--- src/rtl/core/css_pkg.sv ---
// Shared types and constants for the chained step sequencer.
package css_pkg;

    localparam int PATTERN_COUNT_DEF = 8;
    localparam int ROW_COUNT_DEF     = 4;
    localparam int STEP_COUNT_DEF    = 16;

    // Factory rows of pattern 0, row 0 first
    localparam logic [15:0] SEED_ROWS [4] = '{16'h2222, 16'h0000, 16'h8888, 16'h5555};

    localparam logic [7:0] FPS_RST     = 8'd8;
    localparam logic [3:0] VOICE_A_RST = 4'd7;
    localparam logic [3:0] VOICE_B_RST = 4'd8;
    localparam logic [3:0] VOICE_C_RST = 4'd0;
    localparam logic [3:0] VOICE_D_RST = 4'd3;

    typedef enum logic [2:0] {
        FN_TICK   = 3'd0,
        FN_TOGGLE = 3'd1,
        FN_CLEAR  = 3'd2,
        FN_SELECT = 3'd3,
        FN_CHAIN  = 3'd4,
        FN_RUN    = 3'd5
    } t_func;

    typedef enum logic [2:0] {
        REG_FPS     = 3'd0,
        REG_VOICE_A = 3'd1,
        REG_VOICE_B = 3'd2,
        REG_VOICE_C = 3'd3,
        REG_VOICE_D = 3'd4
    } t_reg;

    typedef enum logic {
        S_IDLE,
        S_EXEC
    } t_state;

endpackage

--- src/rtl/core/chained_step_sequencer.sv ---
// Chained drum step sequencer: pattern memory, chain control, frame divider and trigger output.
// Flow: an accepted item's pattern word is read into registers, then modified and written back
//   as the result is loaded into the output register; a stalled output holds the item in execute.
// The input is held not ready until that read-modify-write of the pattern memory is done.
// Reset: synchronous, active low; control state and registers take their initial values and
//   the per-pattern valid bits clear, so pattern 0 reads its seed rows and the rest read zero.
module chained_step_sequencer
    import css_pkg::*;
#(
    parameter int PATTERN_COUNT = PATTERN_COUNT_DEF,
    parameter int ROW_COUNT     = ROW_COUNT_DEF,
    parameter int STEP_COUNT    = STEP_COUNT_DEF
) (
    input  logic        i_clk,
    input  logic        i_rst_n,
    // stream in
    input  logic        s_axis_tvalid,
    output logic        s_axis_tready,
    input  logic [15:0] s_axis_tdata,  // pattern_sel[2:0], row_sel[4:3], step_sel[8:5],
                                       // chain_len_in[12:9], zero[15:13]
    input  logic [2:0]  s_axis_tuser,  // func[2:0]
    // stream out
    output logic        m_axis_tvalid,
    input  logic        m_axis_tready,
    output logic [31:0] m_axis_tdata,  // trigger_mask[3:0], voice_a[7:4], voice_b[11:8],
                                       // voice_c[15:12], voice_d[19:16], current_step[23:20],
                                       // audible_pattern[26:24], editing_pattern[29:27],
                                       // is_running[30], zero[31]
    output logic        m_axis_tuser,  // fired[0]
    // configuration
    input  logic        psel,
    input  logic        penable,
    input  logic        pwrite,
    input  logic [4:0]  paddr,
    input  logic [31:0] pwdata,
    output logic [31:0] prdata,
    output logic        pready
);

    localparam int PW     = $clog2(PATTERN_COUNT);
    localparam int SW     = $clog2(STEP_COUNT);
    localparam int CLW    = $clog2(PATTERN_COUNT + 1);
    localparam int WORD_W = ROW_COUNT * STEP_COUNT;
    localparam int MR     = (ROW_COUNT < 4) ? ROW_COUNT : 4;

    function automatic logic [WORD_W-1:0] f_seed();
        logic [WORD_W-1:0] w;
        w = '0;
        for (int r = 0; r < 4; r++) begin
            for (int s = 0; s < 16; s++) begin
                if (r < ROW_COUNT && s < STEP_COUNT) begin
                    w[r*STEP_COUNT+s] = SEED_ROWS[r][s];
                end
            end
        end
        return w;
    endfunction

    localparam logic [WORD_W-1:0] SEED_WORD = f_seed();

    // input fields
    logic [2:0] in_psel;
    logic [1:0] in_rsel;
    logic [3:0] in_ssel;
    logic [3:0] in_clen;
    t_func      in_func;

    assign in_psel = s_axis_tdata[2:0];
    assign in_rsel = s_axis_tdata[4:3];
    assign in_ssel = s_axis_tdata[8:5];
    assign in_clen = s_axis_tdata[12:9];
    assign in_func = t_func'(s_axis_tuser);

    // configuration registers
    logic [7:0] r_fps;
    logic [3:0] r_voice_a, r_voice_b, r_voice_c, r_voice_d;
    logic       cfg_wr;

    assign pready = 1'b1;
    assign cfg_wr = psel && penable && pwrite && pready;

    always_ff @(posedge i_clk) begin
        if (!i_rst_n) begin
            r_fps     <= FPS_RST;
            r_voice_a <= VOICE_A_RST;
            r_voice_b <= VOICE_B_RST;
            r_voice_c <= VOICE_C_RST;
            r_voice_d <= VOICE_D_RST;
        end else if (cfg_wr) begin
            unique case (paddr[4:2])
                REG_FPS:     r_fps     <= pwdata[7:0];
                REG_VOICE_A: r_voice_a <= pwdata[3:0];
                REG_VOICE_B: r_voice_b <= pwdata[3:0];
                REG_VOICE_C: r_voice_c <= pwdata[3:0];
                REG_VOICE_D: r_voice_d <= pwdata[3:0];
                default: ;
            endcase
        end
    end

    always_comb begin
        unique case (paddr[4:2])
            REG_FPS:     prdata = {24'd0, r_fps};
            REG_VOICE_A: prdata = {28'd0, r_voice_a};
            REG_VOICE_B: prdata = {28'd0, r_voice_b};
            REG_VOICE_C: prdata = {28'd0, r_voice_c};
            REG_VOICE_D: prdata = {28'd0, r_voice_d};
            default:     prdata = '0;
        endcase
    end

    // sequencer state
    t_state                r_state, n_state;
    logic [7:0]            r_phase, n_phase;
    logic [SW-1:0]         r_step, n_step;
    logic [SW-1:0]         r_last, n_last;
    logic [PW-1:0]         r_cpos, n_cpos;
    logic [CLW-1:0]        r_clen, n_clen;
    logic [PW-1:0]         r_edit, n_edit;
    logic [PW-1:0]         r_play, n_play;
    logic                  r_run, n_run;
    logic [PATTERN_COUNT-1:0] r_valid;

    // item held between read and write-back
    t_func                 r_op;
    logic                  r_fired, n_fired;
    logic [PW-1:0]         r_addr, n_addr;
    logic                  r_rd_valid;
    logic [ROW_COUNT-1:0]  r_row_oh, n_row_oh;
    logic [STEP_COUNT-1:0] r_step_oh, n_step_oh;

    // output register
    logic                  r_out_valid;
    logic [31:0]           r_out_data;
    logic                  r_out_fired;

    logic                  in_xfer;
    logic                  out_free;
    logic                  exec_done;
    logic                  ram_we;
    logic [WORD_W-1:0]     ram_rdata;
    logic [WORD_W-1:0]     word;
    logic [WORD_W-1:0]     wr_word;
    logic [3:0]            trig;

    assign in_xfer       = s_axis_tvalid && s_axis_tready;
    assign out_free      = !r_out_valid || m_axis_tready;
    assign s_axis_tready = (r_state == S_IDLE);
    assign exec_done     = (r_state == S_EXEC) && out_free;

    // next state and outputs of the item sequencing
    always_comb begin
        logic         fire;
        logic         adv;
        logic [8:0]   period;
        logic [8:0]   ph1;
        logic [CLW-1:0] cpos_inc;

        n_state   = r_state;
        n_phase   = r_phase;
        n_step    = r_step;
        n_last    = r_last;
        n_cpos    = r_cpos;
        n_clen    = r_clen;
        n_edit    = r_edit;
        n_play    = r_play;
        n_run     = r_run;
        n_fired   = 1'b0;
        n_addr    = r_edit;

        fire     = r_run && (r_phase == 8'd0);
        adv      = fire && (r_step == '0) && (r_last != '0) && (r_clen > CLW'(1));
        period   = (r_fps == 8'd0) ? 9'd1 : {1'b0, r_fps};
        ph1      = {1'b0, r_phase} + 9'd1;
        cpos_inc = CLW'(r_cpos) + CLW'(1);

        for (int r = 0; r < ROW_COUNT; r++) begin
            n_row_oh[r] = (int'(in_rsel) == r);
        end
        for (int s = 0; s < STEP_COUNT; s++) begin
            n_step_oh[s] = (int'(in_ssel) == s);
        end

        unique case (r_state)
            S_IDLE: begin
                if (in_xfer) begin
                    n_state = S_EXEC;
                    unique case (in_func)
                        FN_TICK: begin
                            if (fire) begin
                                if (adv) begin
                                    n_cpos = (cpos_inc == r_clen) ? '0 : r_cpos + PW'(1);
                                end
                                n_last  = r_step;
                                n_play  = (r_clen > CLW'(1)) ? n_cpos : r_edit;
                                n_fired = 1'b1;
                            end
                            n_addr = n_play;
                            if (ph1 >= period) begin
                                n_phase = 8'd0;
                                n_step  = (r_step == SW'(STEP_COUNT - 1)) ? '0 : r_step + SW'(1);
                            end else begin
                                n_phase = ph1[7:0];
                            end
                        end
                        FN_SELECT: begin
                            if (int'(in_psel) < PATTERN_COUNT) begin
                                n_edit = PW'(in_psel);
                            end
                        end
                        FN_CHAIN: begin
                            priority if (in_clen == 4'd0) begin
                                n_clen = CLW'(1);
                            end else if (int'(in_clen) > PATTERN_COUNT) begin
                                n_clen = CLW'(PATTERN_COUNT);
                            end else begin
                                n_clen = CLW'(in_clen);
                            end
                            n_cpos = '0;
                        end
                        FN_RUN: n_run = !r_run;
                        default: ;
                    endcase
                end
            end
            S_EXEC: begin
                if (out_free) begin
                    n_state = S_IDLE;
                end
            end
            default: n_state = S_IDLE;
        endcase
    end

    always_ff @(posedge i_clk) begin
        if (!i_rst_n) begin
            r_state     <= S_IDLE;
            r_phase     <= 8'd0;
            r_step      <= '0;
            r_last      <= '0;
            r_cpos      <= '0;
            r_clen      <= CLW'(1);
            r_edit      <= '0;
            r_play      <= '0;
            r_run       <= 1'b1;
            r_valid     <= '0;
            r_out_valid <= 1'b0;
        end else begin
            r_state <= n_state;
            r_phase <= n_phase;
            r_step  <= n_step;
            r_last  <= n_last;
            r_cpos  <= n_cpos;
            r_clen  <= n_clen;
            r_edit  <= n_edit;
            r_play  <= n_play;
            r_run   <= n_run;
            if (ram_we) begin
                r_valid[r_addr] <= 1'b1;
            end
            if (exec_done) begin
                r_out_valid <= 1'b1;
            end else if (m_axis_tready) begin
                r_out_valid <= 1'b0;
            end
        end
    end

    // payload registers
    always_ff @(posedge i_clk) begin
        if (in_xfer) begin
            r_op       <= in_func;
            r_fired    <= n_fired;
            r_addr     <= n_addr;
            r_rd_valid <= r_valid[n_addr];
            r_row_oh   <= n_row_oh;
            r_step_oh  <= n_step_oh;
        end
        if (exec_done) begin
            r_out_fired <= r_fired;
            r_out_data  <= {1'b0, r_run, 3'(r_edit), 3'(r_play), 4'(r_last),
                            r_voice_d, r_voice_c, r_voice_b, r_voice_a, trig};
        end
    end

    css_ram #(
        .WIDTH (WORD_W),
        .DEPTH (PATTERN_COUNT)
    ) u_pattern_ram (
        .i_clk   (i_clk),
        .i_we    (ram_we),
        .i_waddr (r_addr),
        .i_wdata (wr_word),
        .i_re    (in_xfer),
        .i_raddr (n_addr),
        .o_rdata (ram_rdata)
    );

    // a pattern never written reads as its reset contents
    assign word = r_rd_valid ? ram_rdata : ((r_addr == '0) ? SEED_WORD : '0);

    always_comb begin
        logic [WORD_W-1:0]     tgl;
        logic [WORD_W-1:0]     clr;
        logic [STEP_COUNT-1:0] row_bits;
        for (int i = 0; i < WORD_W; i++) begin
            tgl[i] = r_row_oh[i / STEP_COUNT] & r_step_oh[i % STEP_COUNT];
            clr[i] = r_row_oh[i / STEP_COUNT];
        end
        wr_word = (r_op == FN_TOGGLE) ? (word ^ tgl) : (word & ~clr);
        trig    = 4'd0;
        for (int r = 0; r < MR; r++) begin
            row_bits = word[r*STEP_COUNT +: STEP_COUNT];
            trig[r]  = r_fired & row_bits[r_last];
        end
    end

    assign ram_we = exec_done && ((r_op == FN_TOGGLE) || (r_op == FN_CLEAR));

    assign m_axis_tvalid = r_out_valid;
    assign m_axis_tdata  = r_out_data;
    assign m_axis_tuser  = r_out_fired;

    // checks
    a_chain_pos_in_range: assert property (@(posedge i_clk) disable iff (!i_rst_n)
        CLW'(r_cpos) < r_clen)
        else $error("chain position reached chain length");

    a_accept_to_exec: assert property (@(posedge i_clk) disable iff (!i_rst_n)
        in_xfer |=> (r_state == S_EXEC))
        else $error("accepted item did not enter execute");

    a_write_in_exec: assert property (@(posedge i_clk) disable iff (!i_rst_n)
        ram_we |-> (r_state == S_EXEC) && out_free)
        else $error("pattern write outside execute");

    a_fired_running: assert property (@(posedge i_clk) disable iff (!i_rst_n)
        (m_axis_tvalid && m_axis_tuser) |-> m_axis_tdata[30])
        else $error("step fired while stopped");

    a_mask_needs_fire: assert property (@(posedge i_clk) disable iff (!i_rst_n)
        (m_axis_tvalid && !m_axis_tuser) |-> (m_axis_tdata[3:0] == 4'd0))
        else $error("trigger mask set without a played step");

endmodule

--- src/rtl/core/css_ram.sv ---
// Generic single-port-write, single-port-read RAM with registered read data.
module css_ram #(
    parameter int WIDTH = 64,
    parameter int DEPTH = 8
) (
    input  logic                     i_clk,
    input  logic                     i_we,
    input  logic [$clog2(DEPTH)-1:0] i_waddr,
    input  logic [WIDTH-1:0]         i_wdata,
    input  logic                     i_re,
    input  logic [$clog2(DEPTH)-1:0] i_raddr,
    output logic [WIDTH-1:0]         o_rdata
);

    logic [WIDTH-1:0] r_mem [DEPTH];
    logic [WIDTH-1:0] r_rdata;

    always_ff @(posedge i_clk) begin
        if (i_we) begin
            r_mem[i_waddr] <= i_wdata;
        end
        if (i_re) begin
            r_rdata <= r_mem[i_raddr];
        end
    end

    assign o_rdata = r_rdata;

endmodule
--- config.mk ---
export PLATFORM = sky130hd
export DESIGN_NAME = chained_step_sequencer
export DESIGN_NICKNAME = d
export VERILOG_FILES = /design/src/rtl/core/css_pkg.sv /design/src/rtl/core/chained_step_sequencer.sv /design/src/rtl/core/css_ram.sv
export SDC_FILE = /design/constraint.sdc
export NUM_CORES = 1
export LEC_CHECK = 0
export BUFFER_PORTS_ARGS = -buffer_cell sky130_fd_sc_hd__buf_4
export CAP_MARGIN = 25
export CORE_MARGIN = 5
export CORE_UTILIZATION = 40
export CTS_CLUSTER_DIAMETER = 120
export CTS_CLUSTER_SIZE = 28
export DETAILED_ROUTE_END_ITERATION = 7
export HOLD_SLACK_MARGIN = 0.08
export PLACE_DENSITY_LB_ADDON = 0.1
export SYNTH_ARGS = -nofsm -noshare
export SYNTH_HDL_FRONTEND = slang
export SYNTH_SLANG_ARGS = --single-unit
export TNS_END_PERCENT = 1
--- constraint.sdc ---
create_clock -name i_clk -period 7.8 [get_ports i_clk]
set_input_delay 1.17 -clock i_clk [delete_from_list [all_inputs] [get_ports i_clk]]
set_output_delay 1.17 -clock i_clk [all_outputs]
set_load 0.02 [all_outputs]
# Yosys cells after proc, flatten, opt, wreduce, memory -nomap -nowiden
# Memory sizes are Yosys's and may differ from the RTL's. A register that Yosys moved wholly into a read port is not among the register bits.
# Index checks and enable logic that the tools add are counted.
# Widths: inputs -> output; s select.
dict set report word_totals {
  register_bits 124
  latchBits 0
  ramBits 512
  romBits 0
  input_bits 63
  output_inout_bits 68
  word_cells 217
  mem_count 1
}
dict set report op_classes {
  n_addsub 4
  multipliers 0
  n_div 0
  magnitude_cmp 7
  eq_ne 30
  shifts 0
  muxes 38
  bitwise 74
  n_reduce_logical 39
}
# memory depth width rd rd_ports_with_merged_regs wr line
set memory_table {}
lappend memory_table {u_pattern_ram.r_mem 8 64 1 1 1 css_ram.sv:15} ;# logic [WIDTH-1:0] r_mem [DEPTH];
# cell n
set ops {}
lappend ops {{$mux 64} 2}
lappend ops {{$and 1x1->1} 68}
lappend ops {{$and 64x64->64} 1}
lappend ops {{$not 64->64} 1}
lappend ops {{$xor 64x64->64} 1}
lappend ops {{$mux 63} 1}
lappend ops {{$pmux 8 s5} 1}
lappend ops {{$eq 4x4->1 const B} 9}
lappend ops {{$mux 3} 8}
lappend ops {{$bmux 1 s4} 4}
lappend ops {{$eq 4x3->1 const B} 4}
lappend ops {{$logic_not 8->1} 2}
lappend ops {{$mux 8} 2}
lappend ops {{$mux 1} 13}
lappend ops {{$eq 3x2->1 const B} 4}
lappend ops {{$logic_not 4->1} 3}
lappend ops {{$mux 4} 3}
lappend ops {{$reduce_and 3->1} 4}
lappend ops {{$reduce_and 4->1} 3}
lappend ops {{$logic_and 1x1->1} 10}
lappend ops {{$reduce_and 2->1} 5}
lappend ops {{$add 8x1->9 const B} 1}
lappend ops {{$eq 3x3->1 const B} 3}
lappend ops {{$ge 9x8->1} 1}
lappend ops {{other kinds (28)} 38}

# Longest topological paths before layout
# Gate-level depths: netlist (run 1).
dict set report logic_depth {
  depth_word 13
  mapped_depth 14
}

# Modules after synthesis
# From an unflattened synthesis (run 1), not the netlist that was laid out.
dict set report hier_totals {
  hier_cells 1623
  area_unflattened_um2 28753.8
}
# module instances cells_per_inst area_each_um2 seq_area_each_um2
set modules_own_cells {}
lappend modules_own_cells {css_ram 1 816 21187.8 17296.6}
lappend modules_own_cells {chained_step_sequencer 1 807 7566.0 3083.0}

# Worst setup path after synthesis (run 1)
# No wires, ideal clock.
dict set report synth_timing {
  path_kind {input to register}
  startpoint {in m_axis_tready}
  endpoint {mem u_pattern_ram.r_mem[0][0], enable pin}
  arrival_ns 6.080
  required_ns 7.233
  setup_slack_ns 1.153
  path_stages 5
  path_buffers 0
  path_cell_list {nand2b_1 nand2_1 nor3_1 nand2b_1 nor3_1}
}
dict set report synth_between {
  elab_chain_len 5
}
# item line
set synth_lines {}
lappend synth_lines {{from (decl)} chained_step_sequencer.sv:24} ;# input logic m_axis_tready,
lappend synth_lines {{$logic_or 1x1->1} chained_step_sequencer.sv:147} ;# assign out_free = !r_out_valid || m_axis_tready;
lappend synth_lines {{$logic_and 1x1->1} chained_step_sequencer.sv:149} ;# assign exec_done = (r_state == S_EXEC) && out_free;
lappend synth_lines {{$logic_and 1x1->1} chained_step_sequencer.sv:318} ;# assign ram_we = exec_done && ((r_op == FN_TOGGLE) || (r_op == FN_CLEAR));
lappend synth_lines {{$mux 1} css_ram.sv:19} ;# if (i_we) begin
lappend synth_lines {{$mux 1 (not written as such)} css_ram.sv:20} ;# r_mem[i_waddr] <= i_wdata;
lappend synth_lines {{to (decl)} css_ram.sv:15}
# No other way between the ends.

# Final worst setup path (run 1)
dict set report layout_timing {
  startpoint {in s_axis_tvalid}
  endpoint {reg u_pattern_ram.r_rdata[57] (netlist: u_pattern_ram.o_rdata[57]) (read register of u_pattern_ram.r_mem) (data pin)}
}
dict set report layout_between {
  elab_chain_len 3
}
# item line
set layout_lines {}
lappend layout_lines {{from (decl)} chained_step_sequencer.sv:17} ;# input logic s_axis_tvalid,
lappend layout_lines {{$logic_and 1x1->1} chained_step_sequencer.sv:146} ;# assign in_xfer = s_axis_tvalid && s_axis_tready;
lappend layout_lines {{$mux 3} chained_step_sequencer.sv:186} ;# if (in_xfer) begin
lappend layout_lines {{$mux 3} chained_step_sequencer.sv:184} ;# unique case (r_state)
lappend layout_lines {{via n_addr[2]} chained_step_sequencer.sv:127} ;# logic [PW-1:0] r_addr, n_addr;
lappend layout_lines {{to (decl)} css_ram.sv:16} ;# logic [WIDTH-1:0] r_rdata;
# The timed path passes the listed nets, and every way through them passes these cells.
# A chain may end at the register's enable or synchronous reset.

==> out/qor.yml, run 1 <==
period_share_pct: 58.74
synth_edf_count: 636
slowest_stage: "nor2_4"
ys.flop_type: "edfxtp_1"
antenna_left: 0
n_antenna_cell: 0
yosysWarnings: 0
arrival_ns: 4.93
place.port_buffers: 75
via_per_inst: 5.617
cts_tree: "done"
ir_worst_vdd_v: 0.0001597
critical_path.max_fanout: 50
fp.dieW_um: 280.8
power_density_nw_per_um2: 203.4
hp-start: "r_voice_c[2]"
grt_use_total_pct: 18.20
hold_path_end: "m_axis_tdata[14]"
max_freq_ghz: 0.2183
drive_gt1_share_pct: 14.08
ys_seq_elements: 700
cp_common_cell: "buf_4"
grt_pass1_vias: 16240
dpl.hpwl_um: 41940
ys_seq_area_share_pct: 69.48
cts.clk_slew.worst_paths_ns: 0.11
detail_route.wl_per_cell_um: 25.51
htree_levels: 1
wl_um: 73930
max_cap_violations: 0
worst-setup-path-type: "in -> reg"
worst_ep_required_time_ns: 8.14
drt_pre_antenna_iters: 5
ys_types: 65
hold_class: "reg -> reg"
gp_congestion: 0.7713
nets: 2003
clk_latency_ns: 0.63
cts.sinks: 700
final-hold-violation-count: 0
crit_chain: "buf_4, nor2b_4, buf_4, and2_1, nand2_1, o22ai_1, nor2_2, nor2_4, buf_4, a221oi_1"
ioPinCount: 131
rows: 99
die_h_um: 280.8
finalClockSkew_ns: 0.03332
r2r_start: "r_state"
critPathMaxStageDelay_ns: 0.80
cts_resized: 0
drtIter0Drc: 1296
drc: 0
layout_commonest_cell: "edfxtp_1"
netlist_area_um2: 29330
worst_pin_slew_ns: 1.175
synthArstFlopShare_pct: 0
period_needed_ns: 4.581
area_growth_syn_to_layout_pct: 7.819
numCtsBuffers: 29
reg2reg_depth: 9
drv_slew: 0
hold_depth: 0
fin_tns_setup_ns: 0
critPathLaunchType: "input pin"
grt_pass1_wl_um: 108800
vias: 16280
cts_root_buf: "clkbuf_16"
grt_max_degree: 126
core_region_area_um2: 72830
leakage_nw: 11.25
die_area_um2: 78840
overflow: 0
synthCells: 1902
start_util_pct: 40.27
slew_headroom_pct: 21.66
fin_util_pct: 43.42
clk_path_buf_depth: 3
ctsHoldBuffers: 0
antenna_found_initial: 0
synth_area_per_cell_um2: 15.42
cts_setup_buffers: 0
r2r_end: "u_pattern_ram.o_rdata[57]"
status: "completed"
endpoint_kind: "flop"
setup_violations: 0
r2r_slack_ns: 3.48
rsz0062_at_grt: "no"
layout_common_cells: "636 x edfxtp_1, 221 x mux2i_1, 200 x nand2_1"
==> worst max-delay path, delay by kind of cell <==
family,cells,cell delay [ns]
AO/OA/AOI/OAI,2,0.56
buffers and inverters,3,1.34
AND/OR/NAND/NOR,5,1.80
==> through the flow <==
step                      std cells  total power [mW]  area (um^2)  worst slack [ns]  hold WS [ns]
final                          2898             6.433        31620             3.219        0.4650
after global routing           2898             6.675        31620             2.903        0.4815
after CTS                      2897             6.507        31620             3.173        0.4675
after detailed placement       2854             4.702        30810             2.490        0.4353
after global placement         2851             4.690        30740             2.521        0.4384
after floorplan                1926             4.547        29420             1.153        0.4064
==> metal layers <==
metal | routed length, um | GRT usage, % | up-vias | part of all wire, %
li1 | - | - | 7469 | -
met1 | 33370 | 25.64 | 8402 | 45
met2 | 36250 | 31.12 | 337 | 49
met3 | 2984 | 2.152 | 70 | 4.0
met4 | 1325 | 3.139 | 0 | 1.8
met5 | 0 | 0 | - | 0
==> sequential cells by signal, indices dropped and copies added (netlist names), 8 cells and up <==
| register | cells |
|---|---|
| u_pattern_ram.o_rdata | 64 |
| r_valid | 8 |
| m_axis_tdata | 31 |
| u_pattern_ram.r_mem | 512 |
| r_step_oh | 16 |
| r_phase | 8 |
| r_fps | 8 |
==> worst max-delay path by stage <==
| stage | start | endpoint | slack, ns | depth (start not counted) |
|---|---|---|---|---|
| detailed placement | s_axis_tvalid | u_pattern_ram.o_rdata[57] | 2.49 | 10 |
| CTS | s_axis_tvalid | u_pattern_ram.o_rdata[57] | 3.17 | 10 |
| global placement | s_axis_tvalid | u_pattern_ram.o_rdata[57] | 2.52 | 10 |
| finish | s_axis_tvalid | u_pattern_ram.o_rdata[57] | 3.22 | 10 |
| global route | s_axis_tvalid | u_pattern_ram.o_rdata[58] | 2.90 | 11 |
| floorplan | m_axis_tready | u_pattern_ram.r_mem[0][0] | 1.15 | 5 |
==> cells by family after synthesis <==
| group | share of synthesized area, % |
|---|---|
| AOI/OAI and AO/OA | 11.56 |
| xor gates and xnor gates | 0.3583 |
| adders and majority gates | 0.5546 |
| buffers and inverters | 3.225 |
| DFF | 69.48 |
| muxes | 8.540 |
| other | 0.02560 |
| and+or+nand+nor | 6.254 |
==> Yosys cell counts, types with 19 or more instances <==
cell type  count  area [um^2]
edfxtp_1     636        19100
buf_4         42        315.3
clkbuf_1      52        195.2
nand2b_1      26        162.7
a22oi_1       47        352.8
nand2_1      200        750.7
a21oi_1       37        185.2
buf_2         30        150.1
nor2b_1       28        175.2
nor2_1        34        127.6
a21boi_0      21        157.7
o21ai_0       40        200.2
a31o_2        22        192.7
nand3_1       27        135.1
a32o_1        65        650.6
dfxtp_1       64         1281
mux2i_1      221         2212
a221oi_2      60        900.9
a41oi_1       38        332.8
nor3_1        19        95.09
==> final cells by class <==
cell class / instances / area, um^2
flip-flops and latches: 700 / 20380
multi-input cells: 1059 / 8204
inverters: 18 / 68.82
clock buffers: 40 / 767.0
fillers: 6469 / 41210
clock inverters: 3 / 37.54
well taps: 959 / 1200
repair buffers: 119 / 965.9
==> where the power goes <==
part	internal (mW)	switching, mW	leakage (nW)
registers	4.17	0.0390	6.39
logic	0.123	0.280	4.47
clock network	0.699	1.12	0.388
total	4.99	1.44	11.2
Note: power is estimated with default switching activity, not from simulation.
==> inputs of run 2 (changes only) <==
- clock period: 7.8 -> 4.5 ns (I/O delays scaled with it)
==> run 2 against run 1 <==
  * Largest power group unchanged
  * Critical endpoint is now u_pattern_ram.o_rdata[49]
  * Non-clock buffer count rose by 3
  * Largest cell class unchanged
  * Worst hold slack got worse by 0.19 ns
  * Via count rose by 0.44%
==> out/qor.yml, run 2 (synthesis results as in run 1) <==
cp-endpoint: "u_pattern_ram.o_rdata[49]"  # was u_pattern_ram.o_rdata[57]
max_freq_ghz: 0.2804
crit_family: "simple AND/OR/NAND/NOR gates"  # unchanged
htree_levels: 1  # unchanged
clk_latency_ns: 0.63  # about the same
ir_worst_vdd_v: 0.0002608  # was 0.0001597 V
detail_route.wl_per_cell_um: 25.14  # was 25.51 um
antenna_left: 0  # unchanged
die_h_um: 280.8  # unchanged
rows: 99  # unchanged
sequentialPowerShare_pct: 65.6  # was 65.5%
p_clk_share_pct: 28.1  # was 28.3%
power_density_nw_per_um2: 350.7  # was 203.4 nW/um^2
layout_common_cells: "636 x edfxtp_1, 221 x mux2i_1, 200 x nand2_1"  # unchanged
crit_path_start: "r_phase[0]"  # was s_axis_tvalid
grt_max_degree: 99  # was 126
largest_reg_flops: 512  # unchanged
path_buf_inv: 3  # unchanged
cts.clk_slew.worst_paths_ns: 0.11  # about the same
vias: 16350  # was 16.28k
ctsHoldBuffers: 0  # unchanged
cts.sinks: 700  # unchanged
drv_slew: 0  # unchanged
hold_class: "in -> reg"  # was reg -> reg
place.port_buffers: 75  # unchanged
reg2reg_depth: 12  # was 9
leakage_nw: 11.29  # was 11.25 nW
crit_cells: 12  # was 10
drt_pre_antenna_iters: 5  # unchanged
p_int_mw: 8.681  # was 4.995 mW
r2r_slack_ns: 0.93  # was 3.48 ns
dp.cells: 2857  # was 2854
nets: 2005  # was 2003
die_area_um2: 78840  # unchanged
regMostFlops: "u_pattern_ram.r_mem"  # unchanged
fillCellCount: 6506  # was 6469
final-hold-violation-count: 0  # unchanged
clk_path_buf_depth: 3  # unchanged
power.switching_mw: 2.456  # was 1.438 mW
via_per_inst: 5.618  # was 5.617
drtIter0Drc: 1493  # was 1296
r2r_end: "u_pattern_ram.o_rdata[49]"  # was u_pattern_ram.o_rdata[57]
fin_total_pwr_mw: 11.14  # was 6.433 mW
drc: 0  # unchanged
cts_resized: 0  # unchanged
critPathLaunchType: "flop"  # was input pin
worst-setup-path-type: "reg -> reg"  # was in -> reg
pwr-share-comb_pct: 6.3  # about the same
p_sw_share_pct: 22.06  # was 22.36%
area_growth_syn_to_layout_pct: 8.293  # was 7.819%
r2r_start: "r_phase[0]"  # was r_state
slowest_stage: "buf_4"  # was nor2_4
hp-start: "s_axis_tuser[0]"  # was r_voice_c[2]
cts_root_buf: "clkbuf_16"  # unchanged
overflow: 0  # unchanged
ioPinCount: 131  # unchanged
grt_use_total_pct: 17.93  # was 18.20%
core_region_area_um2: 72830  # unchanged
fp.dieW_um: 280.8  # unchanged
slew_headroom_pct: 34.33  # was 21.66%
cts_tree: "done"  # unchanged
grt_pass1_vias: 16040  # was 16.24k
arrival_ns: 3.98  # was 4.93 ns
critical_path.max_fanout: 33  # was 50
setup_violations: 0  # unchanged
dpl.hpwl_um: 40160  # was 41940 um
layout_commonest_cell: "edfxtp_1"  # unchanged
finalNonFillerCells: 2910  # was 2898
grt_pass1_wl_um: 107200  # was 108800 um
drive_gt1_share_pct: 14.04  # was 14.08%
period_share_pct: 79.25
endpoint_kind: "flop"  # unchanged
worst_pin_slew_ns: 0.9851  # was 1.175 ns
critPathMaxStageDelay_ns: 0.47  # was 0.80 ns
antenna_found_initial: 1  # was 0
status: "completed"  # unchanged
start_util_pct: 40.27  # unchanged
gp_congestion: 0.7928  # was 0.7713
rsz0062_at_grt: "no"  # unchanged
finalClockSkew_ns: 0.02565  # was 0.03332 ns
crit_chain: "inv_1, ha_1, nor4b_2, nand3_1, nor3_1, a21boi_2, o21a_4, clkinv_2, buf_4, nand2_1, a32o_1, a221oi_2"  # was buf_4, nor2b_4, buf_4, and2_1, nand2_1, o22ai_1, nor2_2, nor2_4, buf_4, a221oi_1
wl_um: 73160  # was 73930 um
cts_setup_buffers: 0  # unchanged
numCtsBuffers: 28  # was 29
n_antenna_cell: 0  # unchanged
max_cap_violations: 0  # unchanged
worst_ep_required_time_ns: 4.91  # was 8.14 ns
period_needed_ns: 3.566
-- run 2: cell count changes in the layout (fill, tap and decap cells not counted), moves of 2 or more --
cell,before,now
buf_12,2,14
buf_16,2,0
buf_4,113,107
clkbuf_1,11,23
-- run 2: area by class of cell --
type                            instances  area, um^2  share of cell area, %
Clock buffer                           52       812.0                  2.557
Timing Repair Buffer                  122        1091                  3.435
Multi-Input combinational cell       1059        8210                  25.85
Inverter                               18       68.82                 0.2167
Sequential cell                       700       20380                  64.17
Tap cell                              959        1200                  3.778
-- run 2: how the worst min path moves through the flow --
stage,endpoint,slack [ns],cells past startpoint
final,r_op[0],0.28,1
after global routing,r_op[0],0.24,1
after CTS,r_op[1],0.24,1
after detailed placement,m_axis_tdata[10],0.44,0
after global placement,m_axis_tdata[13],0.44,0
after floorplan,m_axis_tdata[22],0.41,0
-- run 2: per-stage QoR --
| step | area, um^2 | setup TNS, ns | setup slack, ns | hold slack, ns | utilization [%] |
|---|---|---|---|---|---|
| final | 31760 | 0 | 0.9336 | 0.2769 | 43.61 |
| after global routing | 31760 | 0 | 0.6758 | 0.2432 | 43.61 |
| after CTS | 31760 | 0 | 0.9121 | 0.2393 | 43.60 |
| after detailed placement | 30940 | 0 | 0.7662 | 0.4446 | 42.48 |
| after global placement | 30940 | 0 | 0.8474 | 0.4411 | 42.48 |
| after floorplan | 29430 | -197.12 | -1.650 | 0.4064 | - |
-- run 2: per-layer routing --
metal	wire, um	vias to the layer above	global-route usage [%]
met4	1563	2	3.628
met1	32580	8407	24.93
met5	12	-	0
li1	-	7491	-
met3	3095	86	1.944
met2	35900	363	30.86
-- run 2: power by group through the flow --
stage / Clock [mW] / Sequential (mW) / Combinational (mW)
global route: 3.47 / 7.31 / 0.753
finish: 3.13 / 7.30 / 0.700
CTS: 3.25 / 7.30 / 0.702
detailed placement: 0 / 7.45 / 0.702
global placement: 0 / 7.45 / 0.690
floorplan: 0 / 7.44 / 0.444
==> inputs of run 3 (changes only) <==
- ABC_AREA: default -> 1
- clock period: 4.5 -> 3 ns (I/O delays scaled with it)
==> run 3 against run 2 <==
  * Register-to-register slack worse by 0.65 ns
  * Largest power group unchanged
  * Synthesized area up 8.9%
  * Utilization up 1.1 points
  * Cell count up 52%
  * Global-route usage up 1.9 points
  * Non-clock buffer count up 73
==> out/qor.yml, run 3 <==
yosysWarnings: 0  # unchanged
fin_hold_ws_ns: 0.1143  # was 0.2769 ns
numCtsBuffers: 28  # unchanged
r2r_slack_ns: 0.28  # was 0.93 ns
cp-endpoint: "u_pattern_ram.o_rdata[27]"  # was u_pattern_ram.o_rdata[49]
max_freq_ghz: 0.3680  # was 0.2804 GHz
fillCellCount: 7510  # was 6506
cts_tree: "done"  # unchanged
drv_slew: 0  # unchanged
critPathLaunchType: "flop"  # unchanged
ys_seq_area_share_pct: 63.78  # was 69.48%
max_cap_violations: 0  # unchanged
slew_headroom_pct: 29.75  # was 34.33%
ys_types: 39  # was 65
gp_congestion: 0.8191  # was 0.7928
dpl.hpwl_um: 51420  # was 40160 um
htree_levels: 1  # unchanged
worst-setup-path-type: "reg -> reg"  # unchanged
grt_use_total_pct: 19.84  # was 17.93%
ys.flop_type: "edfxtp_1"  # unchanged
fp.dieW_um: 292.6  # was 280.8 um
wl_um: 87990  # was 73160 um
layout_commonest_cell: "nand2_1"  # was edfxtp_1
setup_violations: 0  # unchanged
dpl_worst_slack_ns: 0.1133  # was 0.7662 ns
synth_edf_count: 636  # unchanged
drtIter0Drc: 1644  # was 1493
crit_path_start: "r_cpos[1]"  # was r_phase[0]
power_density_nw_per_um2: 490.3  # was 350.7 nW/um^2
critical_path.max_fanout: 77  # was 33
worst_ep_required_time_ns: 3.40  # was 4.91 ns
drt_pre_antenna_iters: 6  # was 5
r2r_start: "r_cpos[1]"  # was r_phase[0]
finalClockSkew_ns: 0.02430  # was 0.02565 ns
finalNonFillerCells: 4433  # was 2910
synth_most_common_cell: "nand2_1"  # was edfxtp_1
overflow: 0  # unchanged
antenna_found_initial: 0  # was 1
leakage_nw: 14.99  # was 11.29 nW
core_region_area_um2: 79130  # was 72830 um^2
rsz0062_at_grt: "no"  # unchanged
regArea_um2: 20380  # unchanged
via_per_inst: 5.035  # was 5.618
die_area_um2: 85640  # was 78840 um^2
area_growth_syn_to_layout_pct: 10.69  # was 8.293%
drc: 0  # unchanged
place.port_buffers: 75  # unchanged
multi_input_area_um2: 8563  # was 8210 um^2
synthCells: 3298  # was 1902
hold_class: "in -> reg"  # unchanged
status: "completed"  # unchanged
fin_tns_setup_ns: 0  # unchanged
dp.cells: 4359  # was 2857
vias: 22320  # was 16.35k
grt_pass1_vias: 21230  # was 16.04k
fin_util_pct: 44.70  # was 43.61%
n_antenna_cell: 0  # unchanged
endpoint_kind: "flop"  # unchanged
fin_ws_ns: 0.2824  # was 0.9336 ns
clk_latency_ns: 0.65  # was 0.63 ns
reg2reg_depth: 16  # was 12
grt_max_degree: 78  # was 99
arrival_ns: 3.12  # was 3.98 ns
detail_route.wl_per_cell_um: 19.85  # was 25.14 um
largest_reg_flops: 512  # unchanged
ioPinCount: 131  # unchanged
start_util_pct: 40.38  # was 40.27%
layout_common_cells: "817 x nand2_1, 636 x edfxtp_1, 585 x inv_1"  # was 636 x edfxtp_1, 221 x mux2i_1, 200 x nand2_1
rows: 103  # was 99
period_share_pct: 90.59  # was 79.25%
final-hold-violation-count: 0  # unchanged
cts.sinks: 700  # unchanged
cts_root_buf: "clkbuf_16"  # unchanged
yosysTopAreaCellShare_pct: 59.77  # was 65.11%
drive_gt1_share_pct: 7.035  # was 14.04%
clk_path_buf_depth: 3  # unchanged
synthTopCellsByArea: "edfxtp_1 60%, nand2_1 9.6%, nand3_1 8.5%"  # was edfxtp_1 65%, mux2i_1 7.5%, dfxtp_1 4.4%
synth_area_per_cell_um2: 9.689  # was 15.42 um^2
antenna_left: 0  # unchanged
synthArstFlopShare_pct: 0  # unchanged
die_h_um: 292.6  # was 280.8 um
grt_pass1_wl_um: 131100  # was 107200 um
ir_worst_vdd_v: 0.0003999  # was 0.0002608 V
nets: 3437  # was 2005
r2r_end: "u_pattern_ram.o_rdata[27]"  # was u_pattern_ram.o_rdata[49]
regMostFlops: "u_pattern_ram.r_mem"  # unchanged
worst_pin_slew_ns: 1.054  # was 0.9851 ns
period_needed_ns: 2.718  # was 3.566 ns
synthTopCellsByCount: "819 x nand2_1, 636 x edfxtp_1, 587 x inv_1"  # was 636 x edfxtp_1, 221 x mux2i_1, 200 x nand2_1
ys_seq_elements: 700  # unchanged
netlist_area_um2: 31950  # was 29330 um^2
cts.clk_slew.worst_paths_ns: 0.11  # about the same
yosys.area.top_type: "edfxtp_1"  # unchanged
==> run 3: cell count changes in the layout (fill, tap and decap cells not counted), moves of 28 or more <==
cell      previous run  this run
inv_1               16       585
a22oi_1             47         7
nor2_1              26       149
buf_12              14        45
nand3_1             27       544
buf_4              107       135
a221oi_2            60         0
a41oi_1             38         0
nand2_1            200       817
xnor2_1              5        53
a21oi_1             37        66
mux2i_1            221         0
o21ai_0             40        83
a32o_1              65         0
==> run 3: report_power, final <==
part | switching [mW] | leakage, nW | total, mW | internal (mW)
combinational | 1.07 | 8.22 | 1.51 | 0.441
sequential | 0.122 | 6.38 | 11.0 | 10.9
clock | 2.94 | 0.385 | 4.79 | 1.85
==> run 3: per-layer routing <==
metal	vias up	routed length (um)	GRT usage, %
li1	10740	-	-
met1	10860	39890	28.18
met2	608	40520	32.79
met3	113	5463	2.510
met4	0	2116	4.756
met5	-	0	0
==> run 3: critical path: stages, from the launching register on <==
cell and delay (ns):
dfxtp_2 0.37, ha_1 0.32, xnor2_1 0.15, nand2_1 0.07, nor2_1 0.08, nand2_1 0.10
nand2_1 0.08, nand2_1 0.06, nand2_1 0.08, nand2_2 0.09, nand2_8 0.22, buf_12 0.36
nand3_1 0.12, nand3_1 0.11, nand2_1 0.06, nand2_1 0.07, nand2_1 0.06
==> run 3: stage by stage <==
stage	power (mW)	instance area (um^2)
2_1_floorplan	12.14	32130
3_3_place_gp	12.73	34310
3_5_place_dp	12.75	34310
4_1_cts	17.50	35270
5_1_grt	18.02	35370
6_report	17.34	35370
==> run 3: kinds of logic after synthesis <==
| family | synth area share [%] |
|---|---|
| AOI/OAI and AO/OA | 3.368 |
| xor gates and xnor gates | 1.590 |
| adders and majority gates | 0.5091 |
| buffers and inverters | 10.09 |
| DFF | 63.78 |
| other | 0.02350 |
| and+or+nand+nor | 20.64 |
==> run 3: final cells by class <==
class	instances	share of cell area (%)
clock buffer	52	2.296
inverter	593	6.321
multi-input combinational	1843	24.21
sequential	700	57.62
tap	1050	3.714
timing repair buffer	195	5.837
==> run 3: worst min-delay path by stage <==
stage,startpoint,to,slack (ns),cells past startpoint
finish,s_axis_tdata[12],r_clen[0],0.11,4
global placement,r_play[1],m_axis_tdata[25],0.44,0
floorplan,r_last[1],m_axis_tdata[21],0.40,0
CTS,s_axis_tdata[12],r_clen[0],0.08,4
global route,s_axis_tdata[12],r_clen[0],0.1,4
detailed placement,r_play[1],m_axis_tdata[25],0.45,0
==> run 3: timing repair <==
action	4_1_cts	5_1_grt
hold buffers	15	0
setup endpoints to repair	0	72
hold endpoints to repair	19	0
setup buffers	0	6
gates resized for setup	0	5
